`src/sv/kabf_pkg.sv`:
```
`default_nettype none
// ----------------------------------------------------------------------------
// kabf_pkg
// Shared types, widths and helpers for the angle/bias kalman filter.
// ----------------------------------------------------------------------------
package kabf_pkg;

    localparam int RegW   = 29;
    localparam int FracW  = 28;
    localparam int MulW   = 36;
    localparam int ProdW  = 2 * MulW - FracW;
    localparam int SumW   = 48;
    localparam int DenW   = 33;
    localparam int NumW   = 32 + FracW;

    localparam logic [1:0] RegTimeStep    = 2'd0;
    localparam logic [1:0] RegAngleNoise  = 2'd1;
    localparam logic [1:0] RegBiasNoise   = 2'd2;
    localparam logic [1:0] RegMeasNoise   = 2'd3;

    localparam logic [RegW-1:0] TimeStepRst   = 29'd2684355;
    localparam logic [RegW-1:0] AngleNoiseRst = 29'd268435;
    localparam logic [RegW-1:0] BiasNoiseRst  = 29'd805306;
    localparam logic [RegW-1:0] MeasNoiseRst  = 29'd8053064;

    localparam logic CmdUpdate = 1'b0;
    localparam logic CmdLoad   = 1'b1;

    typedef enum logic [4:0] {
        ST_IDLE,
        ST_RATE,
        ST_M_ANG,
        ST_M_T,
        ST_T,
        ST_M_P00,
        ST_M_P11,
        ST_DIV0,
        ST_DIV0_W,
        ST_DIV1_W,
        ST_Y,
        ST_M_A,
        ST_M_B,
        ST_M_C0,
        ST_M_C1,
        ST_M_C2,
        ST_M_C3,
        ST_FIN,
        ST_DONE
    } state_t;

    function automatic logic signed [31:0] sat32(input logic signed [SumW-1:0] x);
        logic signed [SumW-1:0] hi;
        logic signed [SumW-1:0] lo;
        begin
            hi = SumW'(32'sh7fffffff);
            lo = -SumW'(64'sh80000000);
            if (x > hi)
                sat32 = 32'sh7fffffff;
            else if (x < lo)
                sat32 = 32'sh80000000;
            else
                sat32 = x[31:0];
        end
    endfunction

endpackage
`default_nettype wire

```
`src/sv/kabf_mul.sv`:
```
`default_nettype none
// ----------------------------------------------------------------------------
// kabf_mul
// Shared signed multiplier with q4.28 rescale, round half up, registered.
// ----------------------------------------------------------------------------
module kabf_mul
    import kabf_pkg::*;
(
    input  wire logic                    clk,
    input  wire logic signed [MulW-1:0]  a,
    input  wire logic signed [MulW-1:0]  b,
    output logic signed [ProdW-1:0]      prod
);

    logic signed [2*MulW-1:0] full;
    logic signed [2*MulW-1:0] rounded;
    logic signed [ProdW-1:0]  prod_reg;

    assign full    = a * b;
    assign rounded = full + (2*MulW)'(1 << (FracW - 1));

    // floor shift: upper bits of the two's complement sum
    always_ff @(posedge clk)
    begin
        prod_reg <= rounded[2*MulW-1:FracW];
    end

    assign prod = prod_reg;

endmodule
`default_nettype wire

```
`config.mk`:
```
export PLATFORM = sky130hd
export DESIGN_NAME = kabf_mul
export DESIGN_NICKNAME = d
export VERILOG_FILES = /design/src/sv/kabf_pkg.sv /design/src/sv/kabf_mul.sv
export SDC_FILE = /design/constraint.sdc
export NUM_CORES = 2
export LEC_CHECK = 0
export ABC_AREA = 1
export BUFFER_PORTS_ARGS = -buffer_cell sky130_fd_sc_hd__buf_4
export CORE_UTILIZATION = 65
export DETAILED_ROUTE_END_ITERATION = 16
export PLACE_DENSITY = 0.94
export RECOVER_POWER = 25
export SLEW_MARGIN = 20
export SYNTH_ARGS = -nofsm -noshare
export SYNTH_HDL_FRONTEND = slang
export SYNTH_SLANG_ARGS = --single-unit
```
`constraint.sdc`:
```
create_clock -name clk -period 23.2 [get_ports clk]
set_input_delay 2.32 -clock clk [delete_from_list [all_inputs] [get_ports clk]]
set_output_delay 2.32 -clock clk [all_outputs]
set_load 0.03 [all_outputs]
```
# == Word level (Yosys, flattened, before mapping) ==
# Cells that the tools add are included.
# totals
register_bits,44
in_bits,73
elab_cells,3
# op_classes
add_sub_neg,1
multipliers,1
# ops
operator,count
72-bit by 29-bit adder with 72-bit output (second input constant),1
36-bit by 36-bit multiplier with 72-bit output,1

# == Depth between registers and ports, before layout ==
# logic_depth
depth_word,2
ltp_mapped,35

# == Worst setup path after synthesis ==
# No wires, ideal clock.
# synth_timing
kind,input-to-reg
startpoint,input port a[35]
endpoint,"register prod_reg[42], in the netlist prod[42]"
path_buffers,2
arrival_time_ns,9.343
setup_time_ns,0.113
setup_slack_ns,13.744
stages,24
cell_sequence,clkbuf_1 -> clkbuf_1 -> nand2_1 -> inv_1 -> fa_1 -> fa_1 -> fa_1 -> fa_1 -> inv_1 -> fa_1 -> inv_1 -> fa_1 -> inv_1 -> fa_1 -> inv_1 -> fa_1 -> ha_1 -> inv_1 -> nor3_1 -> nand2_1 -> nor4_2 -> nand3_1 -> nand4_1 -> nand2_1
# synth_between
elab_chain_len,2
# synth_lines
item,line_no,text
"start, declared",kabf_mul.sv:10,"input wire logic signed [MulW-1:0] a,"
36-bit by 36-bit multiplier with 72-bit output,kabf_mul.sv:19,assign full = a * b;
72-bit by 29-bit adder with 72-bit output,kabf_mul.sv:20,assign rounded = full + (2*MulW)'(1 << (FracW - 1));
named net rounded[70],kabf_mul.sv:16,logic signed [2*MulW-1:0] rounded;
"end signal, assigned",kabf_mul.sv:25,prod_reg <= rounded[2*MulW-1:FracW];
"end, declared",kabf_mul.sv:17,logic signed [ProdW-1:0] prod_reg;
# The timed path passes the listed nets, and every way through them passes these cells.

# == Worst setup path in the final report ==
# layout_timing
startpoint,input port b[9]
endpoint,"register prod_reg[42], in the netlist prod[42]"
# layout_between
elab_chain_len,2
# layout_lines
item,line_no,text
"start, declared",kabf_mul.sv:11,"input wire logic signed [MulW-1:0] b,"
36-bit by 36-bit multiplier with 72-bit output,kabf_mul.sv:19,
72-bit by 29-bit adder with 72-bit output,kabf_mul.sv:20,
named net rounded[70],kabf_mul.sv:16,
# The timed path passes the listed nets, and every way through them passes these cells.

==> metrics.csv <==
metric,value,unit
status,finished with violations,
violated checks,DRC,
die area,75400,µm²
Fin. Hold Viols,0,
Filler Cells Inserted,5364,
CP Class,in -> reg,
area of the multi-input gates,38800,µm²
CTS root buffer,clkbuf_16,
"EDFF count, synth",0,
routed vias,38658,
Yosys reg bits,44,
core area,73200,µm²
crit path DAT,10170,ps
max_slew headroom,33.1,%
"antenna viol nets, final",0,
postcts setup bufs,0,
first-pass GRT wire length,223,mm
Post-Syn Instances,5982,
pin count of the biggest net entering global routing,37,
Core Rows,99,
CP endpoint kind,register,
synth warn,0,
Hold Crit Class,in -> reg,
Total Routed Length,137,mm
CTS tree,done,
Setup Viol. Count Final,0,
most common cell in the synthesized netlist,inv_1,
# DRC,8,
Final Slew Violations,0,
Mapped Nets,7646,
Die X-Extent,275,µm
top achievable clock speed,0.100,GHz
WP data required,23410,ps
Post-synth top cells,"inv_1, nand2_1, fa_1",
# IOs,117,
main flop type after synthesis,dfxtp_1,
placed wire-length estimate,115,mm
number of vias per cell,5.70,
GR Util All Layers,38.7,%
routed len/inst,20.3,µm
number of flip-flops in the largest register,44,
Worst-Margin Slew,1000,ps
Layout Nets,7485,
WHS Path Cells,8,
register area,881,µm²
initial antenna violation count,4,
clk slew on worst S/H paths,80,ps
Synth area leader,fa_1,
clock sink count,44,
synth top area cells,"fa_1, inv_1, nand2_1",
Port Buffer Count,116,
post-cts resize count,0,
hold_buf cts,0,
DRT Pass-1 Iters,13,
synthesized cell area,48300,µm²
Worst setup SP type,input port,
initial core utilization,66.0,%
ys async rst share,0,%
Final Critical Period,9960,ps
Die H,275,µm
fin crit share,42.9,%
GRT overflow,0,
library cells used by synthesis,40,
CP max FO,36,
setup TNS,0,ps
Mean Syn Cell Area,8.07,µm²
H-tree Lvls,2,
"Seq/Total Area, Yosys",1.82,%
number of global-route vias before repair,43871,
Max Root-Sink Buffers,2,
post-synth top area share,57.2,%
RePlAce Congestion,1.00,
RSZ-0062 raised after global routing,no,
share of layout cells above drive strength 1,3.01,%
Area growth syn-to-layout,2.28,%
Starting DRT DRC Count,4258,
Max Cap Viol,0,
CTS Buf Count,5,
per-stage QoR:
step	setup slack (ps)	hold WS [ps]	util [%]	area [µm²]	cells
floorplan	13740	2690	-	48300	5982
global placement	13210	2750	67.3	49300	6773
detailed placement	13000	2750	67.3	49300	6773
CTS	13310	2940	67.6	49500	6781
global route	12890	3030	67.5	49400	6784
finish	13240	2970	67.5	49400	6784
area by class of cell:
class                      count  share of cell area, %
inverter                    1997                   15.2
clock buffer                   5                  0.253
timing repair buffer         119                   1.64
multi-input combinational   3654                   78.6
sequential                    44                   1.78
tap                          959                   2.43
clock inverter                 3                 0.0937
antenna                        3                 0.0152
layer usage:
metal | up-vias | routed length, µm | global-route usage (%)
li1 | 15920 | - | -
met1 | 18992 | 43700 | 44.9
met2 | 2889 | 66600 | 64.0
met3 | 857 | 16300 | 9.43
met5 | - | 0 | 0
met4 | 0 | 10900 | 26.0
worst paths after layout:
path                          endpoint  startpoint
worst max-delay path  prod[42]$_DFF_P_        b[9]
worst min-delay path  prod[42]$_DFF_P_        b[0]
worst max-delay path: stages:
cell	delay, ps
buf_4	450
nand2_1	230
inv_1	140
fa_1	490
inv_1	200
fa_1	440
inv_1	220
fa_1	510
fa_1	1100
inv_1	340
fa_1	560
inv_1	50
fa_1	530
inv_1	50
fa_1	470
inv_1	50
fa_1	440
ha_1	350
inv_1	80
nor3_1	270
nand2_1	150
nor4_2	320
nand3_1	160
nand4_1	130
nand2_1	60
cells by family (layout without fill, tap and decap cells):
group | count (synthesis) | after routing | share of synthesized area (%)
AO/OA/AOI/OAI | 216 | 216 | 2.49
XOR/XNOR | 40 | 40 | 0.726
flip-flops | 44 | 44 | 1.82
AND/OR/NAND/NOR | 1807 | 1807 | 14.5
buffers and inverters | 2284 | 2124 | 17.8
other | 0 | 3 | 0
adder cells (fa/ha/maj) | 1591 | 1591 | 62.7
placed cells by master (no fill, tap or decap), types with 5 or more instances in the layout:
cell type / netlist / layout
a31oi_1: 8 / 8
clkbuf_1: 283 / 22
inv_2: 42 / 42
dfxtp_1: 44 / 44
buf_4: 2 / 97
o21ai_1: 13 / 13
o21ai_0: 52 / 52
nand3_1: 49 / 49
clkbuf_16: 0 / 5
and3_1: 5 / 5
nand2_1: 1520 / 1520
nand4_1: 9 / 9
or2_2: 8 / 8
a21o_1: 18 / 18
xor2_1: 29 / 29
nand2_2: 7 / 7
ha_1: 212 / 212
nor3_1: 18 / 18
xnor2_1: 11 / 11
nor2_1: 176 / 176
inv_1: 1952 / 1952
a21oi_1: 100 / 100
o21bai_1: 10 / 10
fa_1: 1379 / 1379
Power is left out: the tool's default activity adds up to more than one toggle a clock period on the data nets, which glitch-free logic cannot reach.
