==> src/sv/kabf_pkg.sv <==
`default_nettype none
// ----------------------------------------------------------------------------
// kabf_pkg
// Shared types, widths and helpers for the angle/bias kalman filter.
// ----------------------------------------------------------------------------
package kabf_pkg;

    localparam int RegW   = 29;
    localparam int FracW  = 28;
    localparam int MulW   = 36;
    localparam int ProdW  = 2 * MulW - FracW;
    localparam int SumW   = 48;
    localparam int DenW   = 33;
    localparam int NumW   = 32 + FracW;

    localparam logic [1:0] RegTimeStep    = 2'd0;
    localparam logic [1:0] RegAngleNoise  = 2'd1;
    localparam logic [1:0] RegBiasNoise   = 2'd2;
    localparam logic [1:0] RegMeasNoise   = 2'd3;

    localparam logic [RegW-1:0] TimeStepRst   = 29'd2684355;
    localparam logic [RegW-1:0] AngleNoiseRst = 29'd268435;
    localparam logic [RegW-1:0] BiasNoiseRst  = 29'd805306;
    localparam logic [RegW-1:0] MeasNoiseRst  = 29'd8053064;

    localparam logic CmdUpdate = 1'b0;
    localparam logic CmdLoad   = 1'b1;

    typedef enum logic [4:0] {
        ST_IDLE,
        ST_RATE,
        ST_M_ANG,
        ST_M_T,
        ST_T,
        ST_M_P00,
        ST_M_P11,
        ST_DIV0,
        ST_DIV0_W,
        ST_DIV1_W,
        ST_Y,
        ST_M_A,
        ST_M_B,
        ST_M_C0,
        ST_M_C1,
        ST_M_C2,
        ST_M_C3,
        ST_FIN,
        ST_DONE
    } state_t;

    function automatic logic signed [31:0] sat32(input logic signed [SumW-1:0] x);
        logic signed [SumW-1:0] hi;
        logic signed [SumW-1:0] lo;
        begin
            hi = SumW'(32'sh7fffffff);
            lo = -SumW'(64'sh80000000);
            if (x > hi)
                sat32 = 32'sh7fffffff;
            else if (x < lo)
                sat32 = 32'sh80000000;
            else
                sat32 = x[31:0];
        end
    endfunction

endpackage
`default_nettype wire

==> src/sv/kabf_div.sv <==
`default_nettype none
// ----------------------------------------------------------------------------
// kabf_div
// Radix-2 restoring divider for the gains: (p * 2^28) / s, toward zero.
// ----------------------------------------------------------------------------
module kabf_div
    import kabf_pkg::*;
(
    input  wire logic               clk,
    input  wire logic               rst_n,
    input  wire logic               start,
    input  wire logic signed [31:0] num,
    input  wire logic [DenW-1:0]    den,
    output logic                    done,
    output logic signed [31:0]      quot
);

    localparam logic [5:0] LastStep = 6'(NumW - 1);

    logic              busy_reg, busy_next;
    logic              done_reg, done_next;
    logic [5:0]        cnt_reg, cnt_next;
    logic              neg_reg, neg_next;
    logic [NumW-1:0]   num_reg, num_next;
    logic [DenW-1:0]   den_reg, den_next;
    logic [DenW-1:0]   rem_reg, rem_next;
    logic [DenW:0]     shifted;
    logic [DenW:0]     trial;
    logic [31:0]       mag32;

    assign shifted = {rem_reg, num_reg[NumW-1]};
    assign trial   = shifted - {1'b0, den_reg};
    assign mag32   = 32'(num[31] ? -33'(num) : 33'(num));

    always_comb
    begin
        busy_next = busy_reg;
        done_next = 1'b0;
        cnt_next  = cnt_reg;
        neg_next  = neg_reg;
        num_next  = num_reg;
        den_next  = den_reg;
        rem_next  = rem_reg;
        if (busy_reg)
        begin
            if (trial[DenW])
                rem_next = shifted[DenW-1:0];
            else
                rem_next = trial[DenW-1:0];
            num_next = {num_reg[NumW-2:0], ~trial[DenW]};
            cnt_next = cnt_reg + 6'd1;
            if (cnt_reg == LastStep)
            begin
                busy_next = 1'b0;
                done_next = 1'b1;
            end
        end
        else if (start)
        begin
            busy_next = 1'b1;
            cnt_next  = 6'd0;
            neg_next  = num[31];
            num_next  = {mag32, {FracW{1'b0}}};
            den_next  = den;
            rem_next  = '0;
        end
    end

    always_ff @(posedge clk or negedge rst_n)
    begin
        if (!rst_n)
        begin
            busy_reg <= 1'b0;
            done_reg <= 1'b0;
            cnt_reg  <= '0;
        end
        else
        begin
            busy_reg <= busy_next;
            done_reg <= done_next;
            cnt_reg  <= cnt_next;
        end
    end

    always_ff @(posedge clk)
    begin
        neg_reg <= neg_next;
        num_reg <= num_next;
        den_reg <= den_next;
        rem_reg <= rem_next;
    end

    // saturate the signed quotient
    always_comb
    begin
        if (!neg_reg && (num_reg > NumW'(32'h7fffffff)))
            quot = 32'sh7fffffff;
        else if (neg_reg && (num_reg > NumW'(32'h80000000)))
            quot = 32'sh80000000;
        else if (neg_reg)
            quot = -(num_reg[31:0]);
        else
            quot = num_reg[31:0];
    end

    assign done = done_reg;

endmodule
`default_nettype wire
==> config.mk <==
export PLATFORM = sky130hd
export DESIGN_NAME = kabf_div
export DESIGN_NICKNAME = d
export VERILOG_FILES = /design/src/sv/kabf_pkg.sv /design/src/sv/kabf_div.sv
export SDC_FILE = /design/constraint.sdc
export NUM_CORES = 1
export LEC_CHECK = 0
export BUFFER_PORTS_ARGS = -buffer_cell sky130_fd_sc_hd__buf_2
export CORE_MARGIN = 1
export CORE_UTILIZATION = 40
export CTS_BUF_LIST = sky130_fd_sc_hd__clkbuf_16
export CTS_CLUSTER_SIZE = 20
export DETAILED_ROUTE_END_ITERATION = 7
export SYNTH_ARGS = -nofsm -noshare
export SYNTH_HDL_FRONTEND = slang
export SYNTH_SLANG_ARGS = --single-unit
==> constraint.sdc <==
create_clock -name clk -period 7.9 [get_ports clk]
set_input_delay 0.79 -clock clk [delete_from_list [all_inputs] [get_ports clk]]
set_output_delay 0.79 -clock clk [all_outputs]
set_load 0.02 [all_outputs]
## After elaboration in Yosys (flattened, before gate mapping)

Cells that the tools add are included.

| word-level totals | value |
|---|---|
| memory bits (writable) | 0 |
| memories kept | 0 |
| bits in latches | 0 |
| register bits after elaboration | 135 |
| memory bits (read-only) | 0 |

| cells by class | value |
|---|---|
| reductions and logical operators | 5 |
| order comparisons | 2 |
| equality and inequality tests | 1 |
| bitwise logic cells | 2 |
| multipliers | 0 |
| div/mod/pow operators | 0 |
| muxes and demuxes | 16 |
| add/subtract/negate cells | 4 |
| shifts and indexed selects | 0 |

Operators by type and width:

| operator | number |
|---|---|
| 32-bit 2-to-1 mux | 4 |
| 60-bit 2-to-1 mux | 2 |
| 33-bit 2-to-1 mux | 3 |
| 32-bit negator | 2 |
| 60-bit by 31-bit greater-than comparator with 1-bit output, second input constant | 1 |
| 60-bit by 32-bit greater-than comparator with 1-bit output, second input constant | 1 |
| 34-bit by 33-bit subtractor with 34-bit output | 1 |
| 6-bit 2-to-1 mux | 2 |
| 6-bit by 1-bit adder with 6-bit output, second input constant | 1 |
| 6-bit equality test, second input constant | 1 |
| 1-bit 2-to-1 mux | 5 |
| 1-bit logical AND | 2 |
| 1-bit inverter | 2 |
| 2-bit AND reduction | 1 |
| 2-bit nonzero test | 1 |
| 1-bit logical NOT | 1 |

## Logic depth before layout (Yosys ltp)

| logic depth | value |
|---|---|
| depth in word-level cells | 4 |
| mapped depth | 13 |
| depth with buffers taken out | 12 |

## Least setup slack after synthesis

OpenSTA, ideal clock, no wires.

| timing path | value |
|---|---|
| path type | register -> output |
| start | reg num_reg[18] |
| end | out quot[10] |
| path buffers | 1 |
| stages on the path, launching flop included | 9 |
| arrival | 2632 ps |
| path slack | 4478 ps |
| cell sequence | edfxtp_1 -> or4_4 -> or3_1 -> or3_4 -> o31ai_2 -> nand2_1 -> and2_4 -> buf_6 -> a221oi_2 |

| between the ends | value |
|---|---|
| cells in the longest elaborated chain, start to end | 4 |
| elaborated cells between the ends (all ways) | 6 |
| those cells by class | order compare (2); mux (2); reduce/logical (2) |

Ends and longest elaborated chain:

| element | line | RTL |
|---|---|---|
| from (decl) | kabf_div.sv:24 | `logic [NumW-1:0] num_reg, num_next;` |
| from (signal assigned) | kabf_div.sv:88 | `num_reg <= num_next;` |
| 60-bit by 32-bit greater-than comparator with 1-bit output | kabf_div.sv:98 | `else if (neg_reg && (num_reg > NumW'(32'h80000000)))` |
| 1-bit logical AND | kabf_div.sv:98 |  |
| 32-bit 2-to-1 mux | kabf_div.sv:98 |  |
| 32-bit 2-to-1 mux * | kabf_div.sv:96 | `if (!neg_reg && (num_reg > NumW'(32'h7fffffff)))` |
| to (decl) | kabf_div.sv:15 | `output logic signed [31:0] quot` |

Mark *: on every way between the ends. The rest lies on a longest branch, timed or not.

## Final worst setup path

| timing path | value |
|---|---|
| start | reg num_reg[0] |
| end | out quot[3] |

| between the ends | value |
|---|---|
| cells in the longest elaborated chain, start to end | 4 |
| elaborated cells between the ends (all ways) | 8 |
| those cells by class | add/sub (1); order compare (2); mux (3); reduce/logical (2) |

Ends and longest elaborated chain:

| element | line |
|---|---|
| 60-bit by 32-bit greater-than comparator with 1-bit output / 32-bit negator (equally long branches) | kabf_div.sv:98, kabf_div.sv:101 |
| 1-bit logical AND / 32-bit 2-to-1 mux (equally long branches) | kabf_div.sv:98, kabf_div.sv:100 |
| 32-bit 2-to-1 mux | kabf_div.sv:98 |
| 32-bit 2-to-1 mux * | kabf_div.sv:96 |

Marked as above.

==> summary.txt <==
================================================================================
Result of the run                                                      completed
Total Negative Setup Slacks                                                 0 ns
Routed length on met2                                                    9.06 mm
Highest ir drop seen on vdd                                           0.000162 V
Data required time of the worst path                                     7.11 ns
Yosys synthesis warning count                                                  0
Mean routed wirelength per cell                                          15.0 um
Max-slew headroom at the worst pin                                         44.5%
Number of global-route vias before repair                                   6385
Global-route congestion overflow total                                         0
Cell total after placement                                                  1253
Ys async rst share                                                         5.93%
HP Class                                                            input pin to async pin
Element type at the critical path end                               primary output
Number of nets produced by synthesis                                        1012
Horiz. Die Dim                                                            152 um
HPWL Detailed                                                            13.6 mm
Met1 layer wirelength in the final routing                               9.27 mm
Wire length on met3                                                       671 um
Flip-flop cell with the highest count after synthesis               sky130_fd_sc_hd__edfxtp_1
Net switching component of the power                                     1.46 mW
Number of standard cells after synthesis                                     907
Count of pins on the block boundary                                          101
Post-cts hold buffer count                                                     0
Commonest non-fill, non-tap cells in the layout                     sky130_fd_sc_hd__edfxtp_1, sky130_fd_sc_hd__buf_2, sky130_fd_sc_hd__nor2_1
Start-to-end type of the worst setup path                           flip-flop to primary output
CTS H-tree lvls                                                                4
RSZ-0062 raised after global routing                                          no
Most common cell after layout, fill and taps aside                  sky130_fd_sc_hd__edfxtp_1
Post-cts resize count                                                          0
Share of Yosys cell area claimed by the top area cell type                 42.5%
Layout net count                                                            1097
Sequential share of power                                                  37.2%
Post-route DRC violation count                                                 0
Count of antenna-violating nets left after detailed routing                    0
Worst EP arrival                                                         3.41 ns
RR Startpoint                                                        rem_reg[11]
Minimum clock period after layout                                        4.20 ns
Crit-path max cell delay                                                 0.42 ns
Number of cell rows                                                           54
DRC violation total after the first TritonRoute iteration                    408
Worst-path cell with the longest stage delay                        sky130_fd_sc_hd__edfxtp_1
Sink Count                                                                   135
Routed wire length                                                       19.3 mm
Final estimated routing congestion in global placement                     0.874
Switching share of power                                                   38.1%
First-pass GRT wire length                                               31.7 mm
Via density per instance                                                    5.32
Final setup violation count                                                    0
Worst-case clock skew                                                 0.00754 ns
Critical-path maximum fanout                                                  30
Final hold violation count                                                     0
Die Footprint                                                        23000 sq um
Final max-slew violation count                                                 0
Vias after detailed routing                                                 6838
Cell seen most often among critical-path stages                     sky130_fd_sc_hd__nand2_1
Post-synthesis instance area                                          8970 sq um
Cell leakage power                                                       4.29 nW
Global Route Usage Sum                                                     17.6%
Area contributors post-synth                                        sky130_fd_sc_hd__edfxtp_1, sky130_fd_sc_hd__xor2_1, sky130_fd_sc_hd__ha_1, sky130_fd_sc_hd__o21ai_0, sky130_fd_sc_hd__nor2_1
Maximum clock path buffer count                                                2
Critical path launch point                                            num_reg[0]
Sequential cell area fraction in the yosys report                          44.7%
Total setup buffers inserted after CTS                                         0
Reg clk slew, reported paths                                             0.06 ns
CP Launch Type                                                         flip-flop
Area of the core                                                     21900 sq um
Buffer cell driving the clock tree root                             sky130_fd_sc_hd__clkbuf_16
Avg Cell Area, Syn                                                    9.89 sq um
Max reg flops                                                                 60
Uppermost layer routed                                                      met5
Number of max-cap violations                                                   0
Core Util, Final                                                           46.8%
Die height                                                                152 um
Initial Util                                                               41.0%
Cell chain of the critical path                                     inv_1 -> ha_1 -> nor3b_1 -> nand2_1 -> nor2_1 -> nand2_2 -> or3_4 -> o31ai_2 -> nand2_1 -> and2_4 -> a221oi_2 -> buf_2
Kind of cell adding the most delay to the critical path             simple AND/OR/NAND/NOR gates
Number of standard cells in the layout, taps in and fillers out             1286
TritonCTS clock tree                                                         yes
Distinct cell type count of the synthesized netlist                           72
Fmax achieved                                                            238 MHz
Share of the clock period used by the worst path after layout              53.1%
Seq cells post-synth                                                         135
Power density over the cells                                         372 nW/um^2
Number of antenna violations at the first check in global routing              3
Gate power share                                                           43.1%
Largest net degree at the start of global routing                             97
First drt pass iteration count                                                 5
Layout cell share with drive strength beyond 1                             18.1%
Port buffer count                                                            100
Total CTS buffers                                                             17
Critical path buffers and inverters                                            2
Clk network pwr share                                                      19.7%
Clk_lat worst skew                                                       0.42 ns
Area growth from synthesis to layout                                       14.3%
Slew @ Worst Pin                                                        0.832 ns
Cell type with the largest total area after synthesis               sky130_fd_sc_hd__edfxtp_1
EDFF count, synth                                                            127
Internal power component                                                 2.36 mW
================================================================================
stage by stage:
stage	hold WS, ns	power [mW]	setup WS, ns	area, sq um
2_1_floorplan	0.455	2.71	4.48	8970
3_3_place_gp	0.481	3.05	4.16	9700
3_5_place_dp	0.492	3.09	4.15	9700
4_1_cts	0.195	3.86	3.67	10300
5_1_grt	0.205	4.14	3.35	10300
6_report	0.210	3.82	3.70	10300
Yosys cell counts (3+ instances only):
cell                       count
sky130_fd_sc_hd__nand4_1      10
sky130_fd_sc_hd__a31oi_1       5
sky130_fd_sc_hd__o41ai_1       5
sky130_fd_sc_hd__buf_4         3
sky130_fd_sc_hd__o31ai_1      13
sky130_fd_sc_hd__nor2b_1       6
sky130_fd_sc_hd__o21ai_1       4
sky130_fd_sc_hd__o21bai_1      4
sky130_fd_sc_hd__nor4_1       14
sky130_fd_sc_hd__mux2i_1      28
sky130_fd_sc_hd__o31a_1        4
sky130_fd_sc_hd__nand2b_1     17
sky130_fd_sc_hd__nor3_1       16
sky130_fd_sc_hd__buf_2         4
sky130_fd_sc_hd__nand3b_1      3
sky130_fd_sc_hd__o21a_1        5
sky130_fd_sc_hd__buf_6         3
sky130_fd_sc_hd__or3_1         6
sky130_fd_sc_hd__xor2_1       53
sky130_fd_sc_hd__or2_2         4
sky130_fd_sc_hd__a21o_1       12
sky130_fd_sc_hd__nand3_1      17
sky130_fd_sc_hd__buf_1         3
sky130_fd_sc_hd__nor2_1       85
sky130_fd_sc_hd__inv_1        50
sky130_fd_sc_hd__and3_1        3
sky130_fd_sc_hd__or4_1         4
sky130_fd_sc_hd__xnor2_1      24
sky130_fd_sc_hd__a211oi_1      3
sky130_fd_sc_hd__a221oi_2     19
sky130_fd_sc_hd__ha_1         36
sky130_fd_sc_hd__dfrtp_1       8
sky130_fd_sc_hd__o211ai_1      6
sky130_fd_sc_hd__a21oi_1      52
sky130_fd_sc_hd__o21ai_0      67
sky130_fd_sc_hd__a211o_1       3
sky130_fd_sc_hd__nand2_1      81
sky130_fd_sc_hd__and2_1       30
sky130_fd_sc_hd__edfxtp_1    127
sky130_fd_sc_hd__clkbuf_1     28
sky130_fd_sc_hd__o22ai_1       3
sky130_fd_sc_hd__nor3b_1       3
layout make-up:
class / instances / area (sq um)
Clock buffer: 17 / 425
Clock inverter: 15 / 130
Tap cell: 280 / 350
Fill cell: 2146 / 11600
Timing Repair Buffer: 107 / 553
Multi-Input combinational cell: 681 / 4590
Inverter: 50 / 188
Sequential cell: 135 / 4020
Antenna cell: 1 / 2.50
metal layers:
metal,up-vias,track usage (%)
li1,3490,-
met1,3209,23.5
met2,113,28.2
met3,22,3.83
met4,4,5.54
met5,-,0
worst register-to-register path, cell delays in order, from the launching register on:
cell                       delay (ns)
sky130_fd_sc_hd__edfxtp_1        0.39
sky130_fd_sc_hd__ha_1            0.43
sky130_fd_sc_hd__o21ai_0         0.18
sky130_fd_sc_hd__a211oi_1        0.31
sky130_fd_sc_hd__o21ai_0         0.15
sky130_fd_sc_hd__o31a_1          0.35
sky130_fd_sc_hd__o21a_1          0.21
sky130_fd_sc_hd__o311ai_4        0.50
sky130_fd_sc_hd__buf_4           0.50
sky130_fd_sc_hd__mux2i_1         0.29
sky130_fd_sc_hd__nor2_1          0.06
cell families after synthesis:
| family | share of synthesized area, % |
|---|---|
| and+or+nand+nor | 17.5 |
| AOI/OAI and AO/OA | 17.4 |
| DFF | 44.7 |
| buffers and inverters | 4.24 |
| xor gates and xnor gates | 7.52 |
| adders and majority gates | 5.24 |
| muxes | 3.38 |
worst paths after layout:
check                                    to  slack [ns]  cells after the start
worst max-delay path                quot[3]        3.70                     12
max in group asynchronous          busy_reg        7.49                      1
worst min register to register   cnt_reg[5]        0.51                      1
worst min-delay path                   done        0.21                      1
worst max register to register  rem_reg[25]        4.26                     10
min in group clk                 cnt_reg[5]        0.51                      1
power groups by stage:
stage	Sequential (mW)	Combinational [mW]	Clock, mW
after detailed placement	1.43	1.66	0
after global routing	1.47	1.87	0.799
after global placement	1.43	1.63	0
after CTS	1.42	1.66	0.772
after floorplan	1.35	1.36	0
final	1.42	1.64	0.752
No activity file was read; power rests on OpenSTA's default activity.
